### src/design/fiep_pkg.sv
// fiep_pkg: shared types and constants for the framed input event parser.
// No dependencies; used by the cell, decode and top design files through scoped names.
package fiep_pkg;

  localparam int unsigned ADDR_W = 4;
  localparam int unsigned DATA_W = 32;

  typedef logic [7:0] byte_t;

  typedef enum logic [1:0] {
    REG_HEAD = 2'd0,
    REG_TAIL = 2'd1,
    REG_KBD  = 2'd2
  } reg_idx_t;

  localparam byte_t HEAD_RST = 8'd170;
  localparam byte_t TAIL_RST = 8'd85;
  localparam byte_t KBD_RST  = 8'd1;

  typedef enum logic [1:0] {
    ST_RUN   = 2'b01,
    ST_SHIFT = 2'b10
  } state_t;

  typedef struct packed {
    logic load;
    logic shift;
  } cell_ctl_t;

  typedef struct packed {
    byte_t              event_type;
    logic [15:0]        delay;
    byte_t              keycode;
    byte_t              key_flags;
    byte_t              key_modifier;
    byte_t              buttons;
    logic signed [7:0]  wheel;
    logic signed [15:0] pos_x;
    logic signed [15:0] pos_y;
  } event_t;

endpackage

### src/design/fiep_cell.sv
// fiep_cell: one byte of the frame store chain; loads a received byte or
// takes its right neighbor's byte. Depends on fiep_pkg.
module fiep_cell (
  input  logic                clk,
  input  fiep_pkg::cell_ctl_t ctl_i,
  input  fiep_pkg::byte_t     load_i,
  input  fiep_pkg::byte_t     shift_i,
  output fiep_pkg::byte_t     byte_o
);

  fiep_pkg::byte_t byte_r;

  // load wins: the last cell takes the new word in the same cycle the chain moves
  always_ff @(posedge clk) begin
    if (ctl_i.load) begin
      byte_r <= load_i;
    end else if (ctl_i.shift) begin
      byte_r <= shift_i;
    end
  end

  assign byte_o = byte_r;

endmodule

### src/design/fiep_decode.sv
// fiep_decode: turns frame bytes 1..9 into a keyboard or mouse event.
// Depends on fiep_pkg.
module fiep_decode (
  input  logic [9:1][7:0]  frame_i,
  input  fiep_pkg::byte_t  kbd_code_i,
  output fiep_pkg::event_t evt_o
);

  always_comb begin
    evt_o            = '0;
    evt_o.event_type = frame_i[1];
    evt_o.delay      = {frame_i[9], frame_i[8]};
    if (frame_i[1] == kbd_code_i) begin
      evt_o.keycode      = frame_i[2];
      evt_o.key_flags    = frame_i[3];
      evt_o.key_modifier = frame_i[4];
    end else begin
      evt_o.buttons = frame_i[2];
      evt_o.wheel   = frame_i[3];
      evt_o.pos_x   = {frame_i[5], frame_i[4]};
      evt_o.pos_y   = {frame_i[7], frame_i[6]};
    end
  end

endmodule

### src/design/framed_input_event_parser_top.sv
// The event appears on out_valid in the cycle after its tail word is accepted.
// Throughput: one word per cycle while framing is in step and no unread event holds back the tail word.
// A wrong tail starts a resync walk through the cell chain, one position per cycle,
// with in_ready low until the walk ends.
// Reset (rst_n low, synchronous) clears the byte count, state, output valid and
// restores the registers; the frame store cells are not cleared.
module framed_input_event_parser_top #(
  parameter int unsigned FRAME_BYTES = 11
) (
  input  logic                          clk,
  input  logic                          rst_n,
  input  logic                          in_valid,
  output logic                          in_ready,
  input  logic [7:0]                    in_rx_byte,
  output logic                          out_valid,
  input  logic                          out_ready,
  output logic [7:0]                    out_event_type,
  output logic [15:0]                   out_delay,
  output logic [7:0]                    out_keycode,
  output logic [7:0]                    out_key_flags,
  output logic [7:0]                    out_key_modifier,
  output logic [7:0]                    out_buttons,
  output logic signed [7:0]             out_wheel,
  output logic signed [15:0]            out_pos_x,
  output logic signed [15:0]            out_pos_y,
  input  logic                          psel,
  input  logic                          penable,
  input  logic                          pwrite,
  input  logic [fiep_pkg::ADDR_W-1:0]   paddr,
  input  logic [fiep_pkg::DATA_W-1:0]   pwdata,
  output logic [fiep_pkg::DATA_W-1:0]   prdata,
  output logic                          pready
);

  localparam int unsigned STORE_LEN = FRAME_BYTES - 1;
  localparam int unsigned CNT_W     = $clog2(FRAME_BYTES);

  // configuration
  fiep_pkg::byte_t head_r, tail_r, kbd_r;
  logic            cfg_wr;
  fiep_pkg::reg_idx_t cfg_idx;

  assign pready  = 1'b1;
  assign cfg_wr  = psel && penable && pwrite;
  assign cfg_idx = fiep_pkg::reg_idx_t'(paddr[3:2]);

  always_ff @(posedge clk) begin
    if (!rst_n) begin
      head_r <= fiep_pkg::HEAD_RST;
      tail_r <= fiep_pkg::TAIL_RST;
      kbd_r  <= fiep_pkg::KBD_RST;
    end else if (cfg_wr) begin
      unique case (cfg_idx)
        fiep_pkg::REG_HEAD: head_r <= pwdata[7:0];
        fiep_pkg::REG_TAIL: tail_r <= pwdata[7:0];
        fiep_pkg::REG_KBD:  kbd_r  <= pwdata[7:0];
        default: ;
      endcase
    end
  end

  always_comb begin
    prdata = '0;
    unique case (cfg_idx)
      fiep_pkg::REG_HEAD: prdata[7:0] = head_r;
      fiep_pkg::REG_TAIL: prdata[7:0] = tail_r;
      fiep_pkg::REG_KBD:  prdata[7:0] = kbd_r;
      default:            prdata      = '0;
    endcase
  end

  // control
  fiep_pkg::state_t state_r, state_nxt;
  logic [CNT_W-1:0] count_r, count_nxt;
  fiep_pkg::byte_t  snap_r, snap_nxt;   // head value held for the resync walk
  logic             out_valid_r;
  fiep_pkg::event_t evt_r, evt;

  fiep_pkg::byte_t     cell_q   [STORE_LEN];
  fiep_pkg::cell_ctl_t cell_ctl [STORE_LEN];

  logic full, acc, hit_tail, miss, walk;

  assign full     = (count_r >= CNT_W'(STORE_LEN));
  assign in_ready = (state_r == fiep_pkg::ST_RUN) && (!full || !out_valid_r || out_ready);
  assign acc      = in_valid && in_ready;
  assign hit_tail = full && (in_rx_byte == tail_r);
  assign miss     = full && !hit_tail;
  assign walk     = (state_r == fiep_pkg::ST_SHIFT) && (count_r != '0)
                    && (cell_q[0] != snap_r);

  always_comb begin
    for (int i = 0; i < STORE_LEN; i++) begin
      cell_ctl[i].load  = acc && (((count_r == CNT_W'(i)) && (i != 0 || in_rx_byte == head_r))
                                  || (miss && i == STORE_LEN - 1));
      cell_ctl[i].shift = (acc && miss) || walk;
    end
  end

  for (genvar g = 0; g < STORE_LEN; g++) begin : g_cell
    fiep_pkg::byte_t right;
    if (g == STORE_LEN - 1) begin : g_last
      assign right = '0;
    end else begin : g_mid
      assign right = cell_q[g+1];
    end
    fiep_cell u_cell (
      .clk    (clk),
      .ctl_i  (cell_ctl[g]),
      .load_i (in_rx_byte),
      .shift_i(right),
      .byte_o (cell_q[g])
    );
  end

  always_comb begin
    state_nxt = state_r;
    count_nxt = count_r;
    snap_nxt  = snap_r;
    unique case (state_r)
      fiep_pkg::ST_RUN: begin
        if (acc) begin
          if (count_r == '0) begin
            if (in_rx_byte == head_r) count_nxt = CNT_W'(1);
          end else if (!full) begin
            count_nxt = count_r + CNT_W'(1);
          end else if (hit_tail) begin
            count_nxt = '0;
          end else begin
            // first position dropped now, the walk continues from there
            count_nxt = CNT_W'(STORE_LEN);
            snap_nxt  = head_r;
            state_nxt = fiep_pkg::ST_SHIFT;
          end
        end
      end
      fiep_pkg::ST_SHIFT: begin
        if (walk) begin
          count_nxt = count_r - CNT_W'(1);
        end else begin
          state_nxt = fiep_pkg::ST_RUN;
        end
      end
      default: state_nxt = fiep_pkg::ST_RUN;
    endcase
  end

  always_ff @(posedge clk) begin
    if (!rst_n) begin
      state_r <= fiep_pkg::ST_RUN;
      count_r <= '0;
    end else begin
      state_r <= state_nxt;
      count_r <= count_nxt;
    end
    snap_r <= snap_nxt;
  end

  // decode and output register
  logic [9:1][7:0] frame;
  always_comb begin
    for (int i = 1; i <= 9; i++) begin
      frame[i] = cell_q[i];
    end
  end

  fiep_decode u_decode (
    .frame_i   (frame),
    .kbd_code_i(kbd_r),
    .evt_o     (evt)
  );

  always_ff @(posedge clk) begin
    if (!rst_n) begin
      out_valid_r <= 1'b0;
    end else if (acc && hit_tail) begin
      out_valid_r <= 1'b1;
    end else if (out_ready) begin
      out_valid_r <= 1'b0;
    end
    if (acc && hit_tail) begin
      evt_r <= evt;
    end
  end

  assign out_valid        = out_valid_r;
  assign out_event_type   = evt_r.event_type;
  assign out_delay        = evt_r.delay;
  assign out_keycode      = evt_r.keycode;
  assign out_key_flags    = evt_r.key_flags;
  assign out_key_modifier = evt_r.key_modifier;
  assign out_buttons      = evt_r.buttons;
  assign out_wheel        = evt_r.wheel;
  assign out_pos_x        = evt_r.pos_x;
  assign out_pos_y        = evt_r.pos_y;

endmodule

### config.mk
export PLATFORM = sky130hd
export DESIGN_NAME = framed_input_event_parser_top
export DESIGN_NICKNAME = d
export VERILOG_FILES = /design/src/design/fiep_pkg.sv /design/src/design/fiep_cell.sv /design/src/design/fiep_decode.sv /design/src/design/framed_input_event_parser_top.sv
export SDC_FILE = /design/constraint.sdc
export NUM_CORES = 1
export LEC_CHECK = 0
export BUFFER_PORTS_ARGS = -buffer_cell sky130_fd_sc_hd__buf_2
export CAP_MARGIN = 5
export CORE_MARGIN = 3
export CORE_UTILIZATION = 45
export CTS_CLUSTER_DIAMETER = 60
export DETAILED_ROUTE_END_ITERATION = 6
export GPL_ROUTABILITY_DRIVEN = 0
export PLACE_DENSITY = 0.67
export SYNTH_ARGS = -nofsm -noshare
export SYNTH_HDL_FRONTEND = slang
export SYNTH_HIERARCHICAL = 1
export SYNTH_SLANG_ARGS = --single-unit
### constraint.sdc
create_clock -name clk -period 6.1 [get_ports clk]
set_clock_uncertainty 0.05 [all_clocks]
set_input_delay 1.22 -clock clk [delete_from_list [all_inputs] [get_ports clk]]
set_output_delay 1.22 -clock clk [all_outputs]
set_load 0.01 [all_outputs]
Yosys cells after proc, flatten, opt, wreduce, memory -nomap -nowiden
Cells that the tools add are included.

Add/subtract/negate cells: 2. Magnitude comparators: 1. Equality and inequality tests: 24. Mux-type cells: 36. Bitwise operators: 2. Reduce and logical (&&, ||, !) cells: 49.

Operators with widths (number): $mux 8 (20); $eq 8x8->1 (3); $mux 4 (6); $pmux 8 s3 (1); $reduce_bool 2->1 (12); $logic_and 1x1->1 (21); $eq 4x3->1 const B (4); $ne 2x2->1 const B (6); $mux 2 (5); $reduce_and 5->1 (2); $eq 4x2->1 const B (2); $eq 4x4->1 const B (2); $ne 8x8->1 (1); $pmux 4 s2 (1); $reduce_and 2->1 (3); $add 4x1->4 const B (1); $eq 2x1->1 const B (2); $eq 2x2->1 const B (2); $eq 4x1->1 const B (1); $ge 4x4->1 const B (1); $logic_not 4->1 (1); $logic_or 1x1->1 (4); $pmux 2 s2 (1); $reduce_and 4->1 (1); 7 further kinds (11).

Flip-flop bits (word level): 215. Output and inout port bits: 131. Logic and storage cells: 140.

Longest topological paths before layout
Depth in word-level cells: 10. Gate-level depth with buffers: 8.

Cells and area by module
The synthesis kept the hierarchy.

Modules (own cells, without submodules): framed_input_event_parser_top (times used 1, cells an instance 386, area an instance 5410.2 µm², sequential area each 3743.6 µm²); fiep_cell (times used 10, cells an instance 18, area an instance 377.9 µm², sequential area each 240.2 µm²); fiep_decode (times used 1, cells an instance 120, area an instance 865.8 µm², sequential area each 0.0 µm²).

Worst setup path before layout
No wires, ideal clock.

Path kind: input to register. Start point: input port in_rx_byte[6]. End point: register evt_r, in the netlist out_buttons[0], enable pin. Arrival time: 3777 ps. Slack: 1823 ps. Stages on the path: 5. Buffers on the path: 0. Cells stage by stage: xnor2_1 nand4_1 nor3_1 nand2_1 inv_1.

Longest elaborated chain between the ends: 3.

RTL lines: start, declared (line framed_input_event_parser_top.sv:14) `input logic [7:0] in_rx_byte,`; $eq 8x8->1 (line framed_input_event_parser_top.sv:87) `assign hit_tail = full && (in_rx_byte == tail_r);`; $logic_and 1x1->1 (line framed_input_event_parser_top.sv:87); $logic_and 1x1->1 (line framed_input_event_parser_top.sv:181) `if (acc && hit_tail) begin`; end signal, assigned (line framed_input_event_parser_top.sv:182) `evt_r <= evt;`; end, declared (line framed_input_event_parser_top.sv:77) `fiep_pkg::event_t evt_r, evt;`.

No other way between the ends. A chain may end at the register's enable or synchronous reset.

Worst setup path after layout
Start point: input port paddr[3] (netlist name). End point: output port prdata[2] (netlist name).

Longest elaborated chain between the ends: 2.

RTL lines: start, declared (line framed_input_event_parser_top.sv:29) `input logic [fiep_pkg::ADDR_W-1:0] paddr,`; $eq 2x2->1, or another cell as far along (line framed_input_event_parser_top.sv:64) `unique case (cfg_idx)`; $pmux 8 s3 * (line framed_input_event_parser_top.sv:64); end, declared (line framed_input_event_parser_top.sv:31) `output logic [fiep_pkg::DATA_W-1:0] prdata,`.

Mark *: on every way between the ends. The rest lies on a longest branch, timed or not.

==> metrics <==
yosys warns 6; most used cell, CP buf_2; Remaining DRCs 0; fmax 271 MHz; Final WS setup 2.41 ns; post-synthesis compound-gate area fraction 0.0716; DR pass1 iterations 5; Worst Path Required 4.83 ns; first-pass GRT wire length 31.0 mm; arrival time worst endpoint 2.42 ns; Final Hold Fails 0; total power 3230 uW; mux cell area share after synthesis 0.137; Mean Syn Cell Area 14.7 sq um; setup bufs post-CTS 0; sequential fraction of the synthesis area 0.611; crit path time final 3.69 ns; Post-CTS Resized 0; post-synth top area share 0.550; FILL cells 1849; Post-DRT Antenna Nets 0; post-layout net count 847; Clock Latency Late Sink 0.51 ns; number of synthesized flops with an enable pin 184; # H-tree levels 1; VDD IR max 0.000136 V; worst path cell trace buf_2 -> nor2b_1 -> nand2_1 -> o21ai_0 -> buf_2; site row count 54; Final Max Slew Viols 0; wire per inst 18.7 um; CTS tree yes; gr usage total 0.163; largest net degree at the start of global routing 73; Rel. slew slack 0.348; drt via density 5.15; n_diodes 0; Die Span Y 155 um; Worst-Margin Slew 0.974 ns; post-synthesis cell area 0.0101 sq mm; grt ovf 0; Syn-to-layout area delta 11.3%; area share of xor/xnor cells in the synthesized design 0.0279; DRT Wirelength 20.3 mm; Area contributors post-synth edfxtp_1 55%, mux2_4 12%, dfxtp_1 6.2%, buf_4 3.7%, a21boi_0 2.3%; CP max FO 20; CP max-delay cell nor2b_1; cts hold-fix bufs 0; Num Clock Sinks 215; Min-Delay Path Class register to register; IO Pins 182; layout cells sized above 1 0.322; final instance area 0.0112 sq mm; vias 5588; Synth Area in Adders 0.00747; Yosys reg bits 215; status finished clean; Setup-failing EPs final 0; ys async rst share 0; post-synthesis simple-gate area fraction 0.0808; clock transition at the registers of the reported paths 0.06 ns; CP Buf/Inv Count 2; initial antenna violation count 0; CP Capture Type output pin; TritonCTS Buffers 21; Yosys top cell by area edfxtp_1; main combinational cell family by area after synthesis multiplexers; Detailed Route Iter0 Violations 369; Die Area 0.0242 sq mm; Distinct cells, synth 57; dpl ws 2.01 ns; Post-Synthesis Cells 686; area of the core 0.0219 sq mm; initial cell density of the core 0.459; die width 155 um; Leak Pwr 0.00439 uW; PD cells 288 mW/mm^2; number of I/O port buffers 130; most used flip-flop cell after synthesis edfxtp_1; Detail Placement HPWL 13.7 mm; MaxCap Viol Count 0; CP peak stage delay 0.53 ns; RSZ-0062 raised after global routing false; placed cell area 0.0106 sq mm; Setup crit start kind input port; critical path class input port to output pin; Final TNS setup 0 ns; Clock Tree Root clkbuf_16; final worst path period share 0.605; vias in the first global route 5446; Clock Tree Buf Depth 3; CP top delay family simple AND/OR/NAND/NOR gates
## synthesized netlist by cell type, drive strengths merged (3+ instances only)
cell type and count:
nor3 6, nand2 48, and3 26, clkbuf 15, nor2 11, o21ai 8, dfxtp 31, nor4 7
or2 11, a21oi 16, nand2b 5, inv 9, a21boi 48, xnor2 8, mux2 81, buf 69
nor3b 3, ha 6, edfxtp 184, mux2i 16, xor2 24, and2 8, nand3 16
## worst paths after layout
check                                                          start                     endpoint  slack, ns  depth (start not counted)
worst max register to register               count_r[0]$_SDFFE_PN0P_  out_event_type[1]$_DFFE_PP_       2.72                          8
worst min-delay path            g_cell[8].u_cell/byte_o[7]$_DFFE_PP_       out_delay[7]$_DFFE_PP_       0.41                          0
worst max-delay path                                        paddr[3]                    prdata[2]       2.41                          5
worst min register to register  g_cell[8].u_cell/byte_o[7]$_DFFE_PP_       out_delay[7]$_DFFE_PP_       0.41                          0
## layer usage
| metal | GRT usage | vias to the layer above | wire length [um] |
|---|---|---|---|
| li1 | - | 2648 | - |
| met1 | 0.227 | 2700 | 9330 |
| met2 | 0.259 | 210 | 9110 |
| met3 | 0.0298 | 30 | 1300 |
| met4 | 0.0529 | 0 | 558 |
| met5 | 0 | - | 0 |
## cells by family (layout without fill, tap and decap cells)
logic type      Yosys count  after routing
compound gates           94             94
xor+xnor                 32             32
other cells               2             33
mux                      97             97
flops                   215            215
fa+ha+maj                 6              6
buf+inv                  93            180
simple gates            147            147
## worst register-to-register path: stages (launching register included)
cell and delay (ns):
dfxtp_1 0.39, inv_1 0.13, ha_1 0.28, o31ai_4 0.41
o21bai_1 0.27, nor2_1 0.14, nand2_1 0.09, clkinv_2 0.41
buf_4 0.76
## per-stage QoR
stage,hold slack [ns],std cells,util
2_1_floorplan,0.396,717,-
3_3_place_gp,0.380,1047,0.484
3_5_place_dp,0.390,1047,0.484
4_1_cts,0.412,1084,0.511
5_1_grt,0.418,1084,0.511
6_report,0.408,1084,0.511
## state kept, by name, indices dropped and copies added, names as in the netlist, 16 cells and up
name,flops
g_cell.u_cell/byte_o,80
out_delay,16
out_pos_x,16
out_pos_y,16
## report_power, final
part | switching [uW] | leakage (uW) | internal [uW] | total (uW)
clock | 527 | 0.000294 | 632 | 1160
combinational | 212 | 0.00214 | 171 | 383
sequential | 42.9 | 0.00196 | 1640 | 1690
## cells in the final DEF, fill, tap and decap left out, types with 2 or more instances in the layout
cell | Yosys | routed
nor3b_1 | 3 | 3
nor2_1 | 11 | 11
and2_1 | 7 | 7
mux2i_1 | 16 | 16
nor3_1 | 4 | 4
clkinv_1 | 0 | 6
a21boi_1 | 17 | 17
xor2_1 | 24 | 24
mux2_4 | 81 | 81
a21oi_1 | 16 | 16
nor2b_1 | 2 | 2
nor4_2 | 2 | 2
nor4_1 | 3 | 3
clkinv_2 | 0 | 5
a2bb2oi_1 | 2 | 2
buf_4 | 50 | 4
inv_1 | 9 | 8
nor3_2 | 2 | 2
clkbuf_16 | 0 | 21
dfxtp_1 | 31 | 31
clkbuf_1 | 13 | 5
o21ai_0 | 8 | 8
nand4_1 | 2 | 2
conb_1 | 2 | 33
ha_1 | 6 | 6
nand2b_1 | 5 | 5
and3_1 | 25 | 25
a31oi_1 | 2 | 2
edfxtp_1 | 184 | 184
a21boi_0 | 31 | 31
a21o_1 | 2 | 2
buf_2 | 7 | 130
nand2_1 | 48 | 48
nor4_4 | 2 | 2
nand3_1 | 16 | 16
or2_1 | 10 | 10
xnor2_1 | 8 | 8
## cell type report
type	instances	area, sq um	area share
clock inverters	11	51.3	0.00458
well taps	280	350	0.0313
repair buffers	134	681	0.0608
inverters	9	35.0	0.00313
multi-input cells	409	3390	0.303
clock buffers	26	544	0.0486
flip-flops and latches	215	6150	0.549
(Power assumes the default switching activity.)
